[src/rtl/srhp_pkg.sv]
// ----------------------------------------------------------------------------
// srhp_pkg: shared definitions for the source-route hop path
// Operation codes, field widths and the per-cell control word.
// ----------------------------------------------------------------------------
package srhp_pkg;

  localparam int HOP_W   = 8;
  localparam int OP_W    = 3;
  localparam int INDEX_W = 4;
  localparam int PLEN_W  = 5;

  localparam logic [OP_W-1:0] OP_APPEND  = 3'd0;
  localparam logic [OP_W-1:0] OP_PREPEND = 3'd1;
  localparam logic [OP_W-1:0] OP_SHIFT   = 3'd2;
  localparam logic [OP_W-1:0] OP_CLEAR   = 3'd3;
  localparam logic [OP_W-1:0] OP_READ    = 3'd4;
  localparam logic [OP_W-1:0] OP_LOAD    = 3'd5;

  localparam logic CFG_MIN_HOP = 1'b0;
  localparam logic CFG_MAX_HOP = 1'b1;

  localparam logic [HOP_W-1:0] MIN_HOP_RESET = 8'd1;
  localparam logic [HOP_W-1:0] MAX_HOP_RESET = 8'd255;

  // Control decoded for one slot of the chain.
  typedef struct packed {
    logic clear;       // slot goes to zero
    logic take_load;   // slot takes its staged load byte (commit)
    logic write_new;   // slot takes the incoming hop
    logic take_left;   // slot takes its left neighbor (prepend)
    logic take_right;  // slot takes its right neighbor (shift)
    logic load_wr;     // staged load byte is written from the incoming hop
  } cell_ctrl_t;

endpackage

[src/rtl/srhp_if.sv]
// ----------------------------------------------------------------------------
// srhp_if: valid/ready channels of the source-route hop path
// One interface for the command words and one for the status words.
// ----------------------------------------------------------------------------
interface srhp_in_if import srhp_pkg::*; ();
  logic               valid;
  logic               ready;
  logic [OP_W-1:0]    op;
  logic [HOP_W-1:0]   hop_in;
  logic [INDEX_W-1:0] hop_index;
  logic               last_item;

  modport source (output valid, op, hop_in, hop_index, last_item, input ready);
  modport sink   (input valid, op, hop_in, hop_index, last_item, output ready);
endinterface

interface srhp_out_if import srhp_pkg::*; ();
  logic              valid;
  logic              ready;
  logic              ok;
  logic [HOP_W-1:0]  hop_out;
  logic [PLEN_W-1:0] path_length;
  logic              is_empty;
  logic              is_full;
  logic [HOP_W-1:0]  first_hop;

  modport source (output valid, ok, hop_out, path_length, is_empty, is_full, first_hop,
                  input ready);
  modport sink   (input valid, ok, hop_out, path_length, is_empty, is_full, first_hop,
                  output ready);
endinterface

[src/rtl/source_route_hop_path_top.sv]
// ----------------------------------------------------------------------------
// source_route_hop_path_top: source-route path of up to MAX_DEPTH hops
// Status: a status word is registered and shown in the cycle after its command word is taken.
// Throughput: one word per cycle while status words are taken; every op finishes in the single update of the chain.
// Reset (rst, synchronous): path empty, load idle, min_hop 1, max_hop 255.
// ----------------------------------------------------------------------------
module source_route_hop_path_top import srhp_pkg::*; #(
  parameter int MAX_DEPTH = 16
) (
  input  logic             clk,
  input  logic             rst,
  srhp_in_if.sink          in_ch,
  srhp_out_if.source       out_ch,
  input  logic             cfg_write,
  input  logic             cfg_index,
  input  logic [HOP_W-1:0] cfg_data
);

  localparam int LW = $clog2(MAX_DEPTH + 1);
  localparam logic [LW-1:0] DEPTH = LW'(MAX_DEPTH);

  // Configuration registers.
  logic [HOP_W-1:0] min_hop;
  logic [HOP_W-1:0] max_hop;

  always_ff @(posedge clk) begin
    if (rst) begin
      min_hop <= MIN_HOP_RESET;
      max_hop <= MAX_HOP_RESET;
    end else if (cfg_write) begin
      unique case (cfg_index)
        CFG_MIN_HOP: min_hop <= cfg_data;
        CFG_MAX_HOP: max_hop <= cfg_data;
        default: ;
      endcase
    end
  end

  // Path length and load sequence state. The hop values themselves live in
  // the chain of cells below; every slot at or past the length holds zero.
  logic [LW-1:0] len;
  logic [LW-1:0] len_next;
  logic [LW-1:0] load_count;
  logic [LW-1:0] load_count_next;
  logic          load_failed;
  logic          load_failed_next;

  logic accept;
  logic legal;
  logic do_append;
  logic do_prepend;
  logic do_shift;
  logic do_clear;
  logic is_load;
  logic load_fail_now;
  logic load_fail_seq;
  logic load_commit;
  logic [LW-1:0] commit_count;
  logic ok_next;

  // The output register frees the input side as soon as its word is taken.
  assign in_ch.ready = !out_ch.valid || out_ch.ready;
  assign accept      = in_ch.valid && in_ch.ready;

  assign legal = (in_ch.hop_in >= min_hop) && (in_ch.hop_in <= max_hop);

  assign do_append  = accept && (in_ch.op == OP_APPEND) && (len < DEPTH) && legal;
  assign do_prepend = accept && (in_ch.op == OP_PREPEND) && (len < DEPTH) && legal;
  assign do_shift   = accept && (in_ch.op == OP_SHIFT) && (len != '0);
  assign do_clear   = accept && (in_ch.op == OP_CLEAR);
  assign is_load    = accept && (in_ch.op == OP_LOAD);

  // A load byte fails when the staging slots are used up or the hop is illegal;
  // a failure sticks until the last byte of the sequence.
  assign load_fail_now = (load_count >= DEPTH) || !legal;
  assign load_fail_seq = load_failed || load_fail_now;
  assign load_commit   = is_load && in_ch.last_item;
  assign commit_count  = load_fail_now ? load_count : load_count + LW'(1);

  always_comb begin
    len_next         = len;
    load_count_next  = load_count;
    load_failed_next = load_failed;
    if (do_append || do_prepend) begin
      len_next = len + LW'(1);
    end else if (do_shift) begin
      len_next = len - LW'(1);
    end else if (do_clear) begin
      len_next = '0;
    end else if (is_load) begin
      if (in_ch.last_item) begin
        len_next         = load_fail_seq ? '0 : commit_count;
        load_count_next  = '0;
        load_failed_next = 1'b0;
      end else begin
        load_count_next  = commit_count;
        load_failed_next = load_fail_seq;
      end
    end
  end

  always_comb begin
    unique case (in_ch.op)
      OP_APPEND:  ok_next = do_append;
      OP_PREPEND: ok_next = do_prepend;
      OP_SHIFT:   ok_next = do_shift;
      OP_CLEAR:   ok_next = 1'b1;
      OP_READ:    ok_next = 1'b1;
      OP_LOAD:    ok_next = !load_fail_seq;
      default:    ok_next = 1'b0;
    endcase
  end

  always_ff @(posedge clk) begin
    if (rst) begin
      len         <= '0;
      load_count  <= '0;
      load_failed <= 1'b0;
    end else if (accept) begin
      len         <= len_next;
      load_count  <= load_count_next;
      load_failed <= load_failed_next;
    end
  end

  // Chain of cells. Each slot decodes its own action from the broadcast
  // operation and its position relative to the length or the load count:
  // prepend moves every slot one place right, shift one place left, and a
  // commit copies each slot's staged byte in place.
  logic [HOP_W-1:0] hops      [MAX_DEPTH];
  logic [HOP_W-1:0] hops_next [MAX_DEPTH];

  for (genvar g = 0; g < MAX_DEPTH; g++) begin : g_cell
    localparam logic [LW-1:0] IDX = LW'(g);

    cell_ctrl_t       ctl;
    logic [HOP_W-1:0] left_hop;
    logic [HOP_W-1:0] right_hop;

    always_comb begin
      ctl.write_new  = (do_append && (IDX == len)) || (do_prepend && (IDX == '0));
      ctl.take_left  = do_prepend && (IDX != '0);
      ctl.take_right = do_shift;
      ctl.load_wr    = is_load && !load_fail_now && (IDX == load_count);
      ctl.take_load  = load_commit && !load_fail_seq && (IDX < commit_count);
      ctl.clear      = do_clear ||
                       (load_commit && (load_fail_seq || (IDX >= commit_count)));
    end

    if (g == 0) begin : g_first
      assign left_hop = '0;
    end else begin : g_mid
      assign left_hop = hops[g-1];
    end

    if (g == MAX_DEPTH - 1) begin : g_last
      assign right_hop = '0;
    end else begin : g_inner
      assign right_hop = hops[g+1];
    end

    srhp_cell u_cell (
      .clk       (clk),
      .rst       (rst),
      .ctl       (ctl),
      .hop_in    (in_ch.hop_in),
      .left_hop  (left_hop),
      .right_hop (right_hop),
      .hop       (hops[g]),
      .hop_next  (hops_next[g])
    );
  end

  // Read of one slot; a read leaves the path unchanged, so the current
  // contents are the contents after the word.
  logic [HOP_W-1:0] read_hop;

  always_comb begin
    read_hop = '0;
    if (in_ch.op == OP_READ) begin
      for (int i = 0; i < MAX_DEPTH; i++) begin
        if ((int'(in_ch.hop_index) == i) && (LW'(i) < len)) begin
          read_hop = hops[i];
        end
      end
    end
  end

  // The status field is five bits wide whatever the depth; widen first so the
  // low bits can be picked for any length width.
  logic [LW+PLEN_W-1:0] len_wide;
  assign len_wide = {{PLEN_W{1'b0}}, len_next};

  // Output register holding the status word until it is taken.
  always_ff @(posedge clk) begin
    if (rst) begin
      out_ch.valid <= 1'b0;
    end else if (accept) begin
      out_ch.valid <= 1'b1;
    end else if (out_ch.ready) begin
      out_ch.valid <= 1'b0;
    end
  end

  always_ff @(posedge clk) begin
    if (accept) begin
      out_ch.ok          <= ok_next;
      out_ch.hop_out     <= read_hop;
      out_ch.path_length <= len_wide[PLEN_W-1:0];
      out_ch.is_empty    <= (len_next == '0);
      out_ch.is_full     <= (len_next >= DEPTH);
      out_ch.first_hop   <= hops_next[0];
    end
  end

endmodule

[src/rtl/srhp_cell.sv]
// ----------------------------------------------------------------------------
// srhp_cell: one slot of the hop chain
// Holds one path hop and one staged load byte, exchanging with its neighbors.
// ----------------------------------------------------------------------------
module srhp_cell import srhp_pkg::*; (
  input  logic             clk,
  input  logic             rst,
  input  cell_ctrl_t       ctl,
  input  logic [HOP_W-1:0] hop_in,
  input  logic [HOP_W-1:0] left_hop,
  input  logic [HOP_W-1:0] right_hop,
  output logic [HOP_W-1:0] hop,
  output logic [HOP_W-1:0] hop_next
);

  logic [HOP_W-1:0] load_hop;
  logic [HOP_W-1:0] load_val;

  // The byte written in the same cycle as a commit is taken straight from the input.
  assign load_val = ctl.load_wr ? hop_in : load_hop;

  always_comb begin
    priority if (ctl.clear) begin
      hop_next = '0;
    end else if (ctl.take_load) begin
      hop_next = load_val;
    end else if (ctl.write_new) begin
      hop_next = hop_in;
    end else if (ctl.take_left) begin
      hop_next = left_hop;
    end else if (ctl.take_right) begin
      hop_next = right_hop;
    end else begin
      hop_next = hop;
    end
  end

  always_ff @(posedge clk) begin
    if (rst) begin
      hop <= '0;
    end else begin
      hop <= hop_next;
    end
  end

  always_ff @(posedge clk) begin
    if (ctl.load_wr) begin
      load_hop <= hop_in;
    end
  end

endmodule
[src/flat_wrapper.sv]
// flat-port wrapper written by rule: the top's interface ports become plain ports
module source_route_hop_path_top_flat import srhp_pkg::*;
#(
  parameter int MAX_DEPTH = 16
)
  (clk, rst, cfg_write, cfg_index, cfg_data, in_ch_valid, in_ch_op, in_ch_hop_in, in_ch_hop_index, in_ch_last_item, in_ch_ready, out_ch_valid, out_ch_ok, out_ch_hop_out, out_ch_path_length, out_ch_is_empty, out_ch_is_full, out_ch_first_hop, out_ch_ready);
  srhp_in_if in_ch_i ();
  srhp_out_if out_ch_i ();
  input  logic clk;
  input  logic rst;
  input  logic cfg_write;
  input  logic cfg_index;
  input  logic [HOP_W-1:0] cfg_data;
  input wire logic [$bits(in_ch_i.valid)-1:0] in_ch_valid;
  input wire logic [$bits(in_ch_i.op)-1:0] in_ch_op;
  input wire logic [$bits(in_ch_i.hop_in)-1:0] in_ch_hop_in;
  input wire logic [$bits(in_ch_i.hop_index)-1:0] in_ch_hop_index;
  input wire logic [$bits(in_ch_i.last_item)-1:0] in_ch_last_item;
  output wire logic [$bits(in_ch_i.ready)-1:0] in_ch_ready;
  output wire logic [$bits(out_ch_i.valid)-1:0] out_ch_valid;
  output wire logic [$bits(out_ch_i.ok)-1:0] out_ch_ok;
  output wire logic [$bits(out_ch_i.hop_out)-1:0] out_ch_hop_out;
  output wire logic [$bits(out_ch_i.path_length)-1:0] out_ch_path_length;
  output wire logic [$bits(out_ch_i.is_empty)-1:0] out_ch_is_empty;
  output wire logic [$bits(out_ch_i.is_full)-1:0] out_ch_is_full;
  output wire logic [$bits(out_ch_i.first_hop)-1:0] out_ch_first_hop;
  input wire logic [$bits(out_ch_i.ready)-1:0] out_ch_ready;
  assign in_ch_i.valid = in_ch_valid;
  assign in_ch_i.op = in_ch_op;
  assign in_ch_i.hop_in = in_ch_hop_in;
  assign in_ch_i.hop_index = in_ch_hop_index;
  assign in_ch_i.last_item = in_ch_last_item;
  assign in_ch_ready = in_ch_i.ready;
  assign out_ch_valid = out_ch_i.valid;
  assign out_ch_ok = out_ch_i.ok;
  assign out_ch_hop_out = out_ch_i.hop_out;
  assign out_ch_path_length = out_ch_i.path_length;
  assign out_ch_is_empty = out_ch_i.is_empty;
  assign out_ch_is_full = out_ch_i.is_full;
  assign out_ch_first_hop = out_ch_i.first_hop;
  assign out_ch_i.ready = out_ch_ready;
  source_route_hop_path_top #(.MAX_DEPTH(MAX_DEPTH)) u_core (.clk(clk), .rst(rst), .in_ch(in_ch_i), .out_ch(out_ch_i), .cfg_write(cfg_write), .cfg_index(cfg_index), .cfg_data(cfg_data));
endmodule
[config.mk]
export PLATFORM = sky130hd
export DESIGN_NAME = source_route_hop_path_top_flat
export DESIGN_NICKNAME = d
export VERILOG_FILES = /design/src/rtl/srhp_pkg.sv /design/src/rtl/srhp_if.sv /design/src/rtl/source_route_hop_path_top.sv /design/src/rtl/srhp_cell.sv /design/src/flat_wrapper.sv
export SDC_FILE = /design/constraint.sdc
export NUM_CORES = 1
export LEC_CHECK = 0
export ABC_AREA = 1
export BUFFER_PORTS_ARGS = -buffer_cell sky130_fd_sc_hd__buf_2
export CAP_MARGIN = 20
export CELL_PAD_IN_SITES_DETAIL_PLACEMENT = 1
export CELL_PAD_IN_SITES_GLOBAL_PLACEMENT = 2
export CORE_MARGIN = 2
export CORE_UTILIZATION = 35
export DETAILED_ROUTE_END_ITERATION = 10
export PLACE_DENSITY_LB_ADDON = 0.08
export SLEW_MARGIN = 5
export SYNTH_ARGS = -nofsm -noshare
export SYNTH_HDL_FRONTEND = slang
export SYNTH_SLANG_ARGS = --single-unit
[constraint.sdc]
create_clock -name clk -period 4 [get_ports clk]
set_input_delay 0.4 -clock clk [delete_from_list [all_inputs] [get_ports clk]]
set_output_delay 0.4 -clock clk [all_outputs]
set_load 0.03 [all_outputs]
# --- Yosys cells after proc, flatten, opt, wreduce, memory -nomap -nowiden ---
# Index checks and enable logic that the tools add are counted.
classes:
  n_addsub: 3
  magnitude_cmp: 53
  eq_ne: 50
  n_mux: 108
  bitwise: 4
  n_reduce_logical: 177
ops:
  columns: ["cell", "n"]
  rows:
  - ["$mux W8", 96]
  - ["$logic_and A1 B1 Y1", 95]
  - ["$eq A4 B5 Y1 const A", 16]
  - ["$lt A4 B5 Y1 const A", 16]
  - ["$reduce_bool A4 Y1", 15]
  - ["$eq A3 B5 Y1 const A", 8]
  - ["$ge A4 B5 Y1 const A", 8]
  - ["$lt A3 B5 Y1 const A", 8]
  - ["$mux W5", 8]
  - ["$logic_or A1 B1 Y1", 37]
  - ["$eq A4 B4 Y1 const B", 8]
  - ["$reduce_or A2 Y1", 16]
  - ["$eq A2 B5 Y1 const A", 4]
  - ["$ge A3 B5 Y1 const A", 4]
  - ["$lt A1 B5 Y1 const A", 4]
  - ["$lt A2 B5 Y1 const A", 4]
  - ["$eq A4 B3 Y1 const B", 4]
  - ["$logic_not A5 Y1", 3]
  - ["$add A5 B1 Y5 const B", 2]
  - ["$eq A1 B5 Y1 const A", 2]
  - ["$ge A1 B5 Y1 const A", 2]
  - ["$ge A2 B5 Y1 const A", 2]
  - ["$ge A5 B5 Y1 const B", 2]
  - ["$eq A4 B2 Y1 const B", 2]
  - ["other kinds (18)", 29]
word_totals:
  reg_bits: 308
  input_bits: 30
  out_inout_bits: 26

# --- Depth between registers and ports, before layout ---
depth:
  ltp_word: 18
  depth_mapped: 25
  depth_no_buf: 22

# --- Hierarchy ---
# A second synthesis with hierarchy kept.
hier_totals:
  cells_unflattened: 3386
  hier_area_um2: 20693.6
by_module_without_submodules:
  columns: ["module", "instances", "cells_each", "area_per_inst_um2", "seq_area_each_um2"]
  rows:
  - ["srhp_cell", 16, 164, 996.0, 320.3]
  - ["source_route_hop_path_top", 1, 762, 4758.3, 1251.2]

# --- Worst setup path after synthesis ---
# No wires, ideal clock.
synth_timing:
  kind: "reg-to-reg"
  startpoint: "register u_core.out_ch.valid"
  endpoint: "register u_core.out_ch.is_empty (data pin)"
  setup_ns: 0.252
  t_arrival_ns: 2.794
  required_ns: 3.748
  slack_ns: 0.955
  stages_incl_launch_ff: 14
  cell_sequence: "dfxtp_1 nand2_1 nand2_1 inv_1 nand2_2 nor2_1 buf_2 inv_1 a21oi_1 nand2_1 nand3_1 nor2_1 nand3_1 nor2_1"
synth_via:
  elab_chain_cells: 9
  elab_cells_between_ends: 19
  classes_between: "mux (4); reduce/logical (15)"
synth_rtl:
  columns: ["element", "line", "text"]
  rows:
  - ["start, declared", "srhp_if.sv:27", "modport source (output valid, ok, hop_out, path_length, is_empty, is_full, first_hop,"]
  - ["start signal, assigned", "source_route_hop_path_top.sv:197", "out_ch.valid <= 1'b0;"]
  - ["start signal, assigned", "source_route_hop_path_top.sv:199", "out_ch.valid <= 1'b1;"]
  - ["start signal, assigned", "source_route_hop_path_top.sv:201", "out_ch.valid <= 1'b0;"]
  - ["$logic_not A1 Y1 (*)", "source_route_hop_path_top.sv:62", "assign in_ch.ready = !out_ch.valid || out_ch.ready;"]
  - ["$logic_or A1 B1 Y1 (*)", "source_route_hop_path_top.sv:62", null]
  - ["via in_ch_ready", "flat_wrapper.sv:19", "output wire logic [$bits(in_ch_i.ready)-1:0] in_ch_ready;"]
  - ["$logic_and A1 B1 Y1 (*)", "source_route_hop_path_top.sv:63", "assign accept = in_ch.valid && in_ch.ready;"]
  - ["via u_core.accept", "source_route_hop_path_top.sv:48", "logic accept;"]
  - ["$logic_and A1 B1 Y1, on equally long branches", "source_route_hop_path_top.sv:71, source_route_hop_path_top.sv:67, source_route_hop_path_top.sv:68", null]
  - ["$mux W5 (tied with other cells)", "source_route_hop_path_top.sv:90", "end else if (is_load) begin"]
  - ["$mux W5 (tied with other cells)", "source_route_hop_path_top.sv:88", "end else if (do_clear) begin"]
  - ["$mux W5 or $logic_or A1 B1 Y1 (tied branches)", "source_route_hop_path_top.sv:86, source_route_hop_path_top.sv:84", null]
  - ["$mux W5 (*)", "source_route_hop_path_top.sv:84", "if (do_append || do_prepend) begin"]
  - ["via u_core.len_next[4]", "source_route_hop_path_top.sv:42", "logic [LW-1:0] len_next;"]
  - ["$logic_not A5 Y1 (*)", "source_route_hop_path_top.sv:210", "out_ch.is_empty <= (len_next == '0);"]
  - ["end signal, assigned", "source_route_hop_path_top.sv:210", null]
  - ["end, declared", "srhp_if.sv:27", null]
# Mark *: on every way through the listed nets, which the timed path passes. The rest lies on a longest branch.
# A chain may end at the register's enable or synchronous reset.

# --- Worst setup path in the final report ---
layout_timing:
  startpoint: "register u_core.len[3]"
  endpoint: "register u_core.out_ch.hop_out[6] (data pin)"
layout_via:
  elab_chain_cells: 18
  elab_cells_between_ends: 48
  classes_between: "order compare (16); mux (16); reduce/logical (16)"
layout_rtl:
  columns: ["element", "line", "text"]
  rows:
  - ["start, declared", "source_route_hop_path_top.sv:41", "logic [LW-1:0] len;"]
  - ["start signal, assigned", "source_route_hop_path_top.sv:120", "len <= len_next;"]
  - ["$lt A1 B5 Y1", "source_route_hop_path_top.sv:182", "if ((int'(in_ch.hop_index) == i) && (LW'(i) < len)) begin"]
  - ["$logic_and A1 B1 Y1", "source_route_hop_path_top.sv:182", null]
  - ["$mux W8 (15 in series)", "source_route_hop_path_top.sv:182", null]
  - ["$mux W8 (*)", "source_route_hop_path_top.sv:182", null]
  - ["end signal, assigned", "source_route_hop_path_top.sv:208", "out_ch.hop_out <= read_hop;"]
  - ["end, declared", "srhp_if.sv:27", null]
# Every way passes the cells marked *; elsewhere a longest branch is shown, timed or not.

==> reports/metrics.csv <==
stage,metric,value,unit
setup_path,"slowest stage delay, CP",0.46,ns
setup_path,"most used cell, CP",nand4_1,
die,Row Count,83,
synth,synth unique cells,52,
worst_hold_path,min-delay worst type,in2reg,
synth,syn_area_per_cell,6.33,µm²
die,Die Y,231,µm
power_and_ir_drop,LEAKAGE,8.92,nW
layout,fin nets,2937,
timing,Hold Slack,0.0532,ns
setup_path,CP max stage cell,nand3_1,
clocking,Root Buffer,clkbuf_16,
global_route,initial antenna violation count,3,
layout,share of cells above drive strength 1,0.0969,
synth,"EDFF count, synth",23,
synth,Most used DFF post-synth,dfxtp_1,
setup_path,peak fanout along the critical path,14,
outcome,outcome,"finished, final reports clean",
clocking,clk buf depth,3,
global_route,remaining global-route overflow,0,
drt,DRT Wirelength,80.9,mm
timing,final worst slack,0.598,ns
layout,layout overhead on the synthesized area,13.4,%
timing,minimum clock period,3.40,ns
layout,"non-filler cells, final",3591,
power_and_ir_drop,Power Density,388,mW/mm²
job,Max-cap violations,0,
setup_path,required time worst endpoint,4.32,ns
timing,unrepaired setup endpoints after global routing,no,
synth,syn nets,2893,
clocking,Clock Latency Late Sink,0.57,ns
clocking,post-cts resize count,0,
clocking,Post-CTS Hold Buffers,0,
synth,Ys Warns,0,
setup_path,startpoint types,register,
placed_design,worst slack at placement,0.435,ns
drt,routed vias,19100,
global_route,first-pass GRT wire length,121,mm
drt,initial drt markers,1289,
die,Die W,231,µm
timing,final worst-path cycle share,0.851,
setup_path,crit path DAT,3.72,ns
timing,max-slew violations,0,
global_route,vias in the first global route,18800,
setup_path,Crit. End Element,register,
placed_design,hpwl dp,59.0,mm
drt,vias per cell,5.32,
drt,per-cell routed wire length,22.5,µm
layout,finished layout cell area,0.0204,mm²
drt,first-pass iteration count of the detailed router,5,
timing,Final Hold Viols,0,
synth,Synth Register Bits,307,
clocking,Post-CTS Setup Repair Bufs,0,
timing,Worst Tran Pin Value,1.03,ns
setup_path,Setup CP Type,reg2reg,
global_route,pin count of the biggest net entering global routing,79,
drt,# DRC,0,
clocking,CTS sink count,307,
setup_path,CP Cell Sequence,inv_2 -> nand2_4 -> inv_1 -> nand3_1 -> nand4_1 -> nand4_1 -> nor2_1 -> nand3_1 -> nand2_1 -> nand4_1 -> nor2_1 -> nand4_1 -> nand2_1 -> inv_1,
synth,ys async rst share,0,
placed_design,Placed Area,0.0190,mm²
synth,mapped cell area,0.0180,mm²
placed_design,I/O Buffers,55,
clocking,H-tree lvl count,2,
timing,Worst Skew,0.0201,ns
placed_design,dpl cells,3519,
global_route,Tot GR Track Use,0.302,
drt,DRT antenna net count,0,
timing,Finish-stage setup viols,0,
timing,Slew HR,0.311,
clocking,"CTS clk-pin slew, worst paths",0.06,ns
placed_design,Final GP Congestion,0.915,
die,initial core utilization,0.352,
power_and_ir_drop,VDD IR-drop max,0.304,mV
timing,post-route setup TNS,0,ns
clocking,Num CTS Buffers,40,
die,io pins,56,
synth,Cells after Synth,2837,
die,total core area,0.0510,mm²
synth,"Seq/Total Area, Yosys",0.355,
clocking,CTS tree,yes,
timing,f_max,0.294,GHz
die,Die ar.,0.0532,mm²
[placed cells by master (no fill, tap or decap), types with 53 or more instances in the layout]
master,instances
o21ai_0,263
inv_1,316
nand3_1,170
buf_4,56
nand2_1,947
nand4_1,53
dfxtp_1,284
buf_2,55
nor2_1,225
a21oi_1,166
[state kept, by name, summed over array words and instances, names as in the netlist]
signal                         flops
u_core.load_count                  5
u_core.g_cell.u_cell.hop         128
u_core.out_ch.path_length          4
u_core.min_hop                     8
u_core.load_failed                 1
u_core.g_cell.u_cell.load_hop    128
u_core.len                         5
u_core.out_ch.is_full              1
u_core.out_ch.first_hop            8
u_core.out_ch.hop_out              8
u_core.out_ch.valid                1
u_core.out_ch.ok                   1
u_core.out_ch.is_empty             1
u_core.max_hop                     8
[critical path, delay by kind of cell, from the launching register on]
kind | cells | cell delay (ns)
AND/OR/NAND/NOR | 11 | 2.27
buffers and inverters | 3 | 0.49
flip-flops | 1 | 0.39
[logic make-up after synthesis]
| group | after synthesis | synth area share |
|---|---|---|
| AO/OA/AOI/OAI | 568 | 0.173 |
| AND/OR/NAND/NOR | 1481 | 0.350 |
| buffers and inverters | 451 | 0.102 |
| XOR/XNOR | 4 | 0.00195 |
| flip-flops | 307 | 0.355 |
| adder cells (fa/ha/maj) | 26 | 0.0181 |
[layer usage]
layer  global-route usage  vias to the layer above  routed length [µm]
li1                     -                     9246                   -
met3               0.0469                      112                4480
met4               0.0839                        0                2120
met2                0.492                      487               36900
met5                    0                        -                   0
met1                0.413                     9270               37400
[stage by stage]
stage | util | power [mW]
floorplan | - | 3.85
finish | 0.399 | 7.91
CTS | 0.399 | 7.98
detailed placement | 0.373 | 4.22
global placement | 0.373 | 4.21
global route | 0.399 | 8.17
[cells in the mapped netlist, types with 2 or more instances]
master,count,area share
nand3_2,8,0.0045
buf_4,11,0.0046
a22oi_1,2,0.00084
buf_1,2,0.00042
o211ai_1,34,0.014
a31oi_1,8,0.0028
a21o_1,2,0.00084
a21oi_1,166,0.046
nand2_2,19,0.0066
o21ai_0,263,0.073
nand3_1,170,0.047
nor2_4,7,0.0044
edfxtp_1,23,0.038
nand3_4,3,0.0029
o22ai_1,3,0.0010
inv_1,319,0.067
xor2_1,3,0.0015
a21oi_2,4,0.0019
ha_1,26,0.018
nor2_1,226,0.047
inv_2,15,0.0031
dfxtp_1,284,0.32
nor3_1,14,0.0039
nand2_1,947,0.20
buf_2,48,0.013
o21ai_1,43,0.012
nor4_1,5,0.0017
nand2_4,7,0.0044
clkbuf_1,47,0.0098
nand4_1,53,0.018
nor2_2,14,0.0049
buf_6,3,0.0019
inv_4,3,0.0010
o21a_1,27,0.011
o21ai_2,10,0.0049
clkinv_1,2,0.00042
[layout make-up]
cell class | count | area, µm²
antenna | 1 | 2.50
clock buffer | 58 | 1220
clock inverter | 13 | 123
fill | 6723 | 30600
inverter | 340 | 1290
multi-input combinational | 2079 | 9770
sequential | 307 | 6380
tap | 680 | 851
timing repair buffer | 113 | 736
[path summary, 6_finish.rpt]
kind | cells past startpoint | from | to | slack [ns]
worst min-delay path | 3 | cfg_data[0] | u_core.max_hop[0] | 0.05
worst max register to register | 14 | u_core.len[3] | u_core.out_ch.hop_out[6] | 0.60
worst min register to register | 2 | u_core.g_cell[3].u_cell.load_hop[5] | u_core.g_cell[3].u_cell.load_hop[5] | 0.45
worst max-delay path | 14 | u_core.len[3] | u_core.out_ch.hop_out[6] | 0.60
[report_power, final]
| group | internal [mW] | switching (mW) |
|---|---|---|
| registers | 3.19 | 0.0587 |
| clock network | 2.24 | 1.50 |
| logic | 0.216 | 0.710 |
| total | 5.64 | 2.27 |
Power figures use the tool's default switching activity.
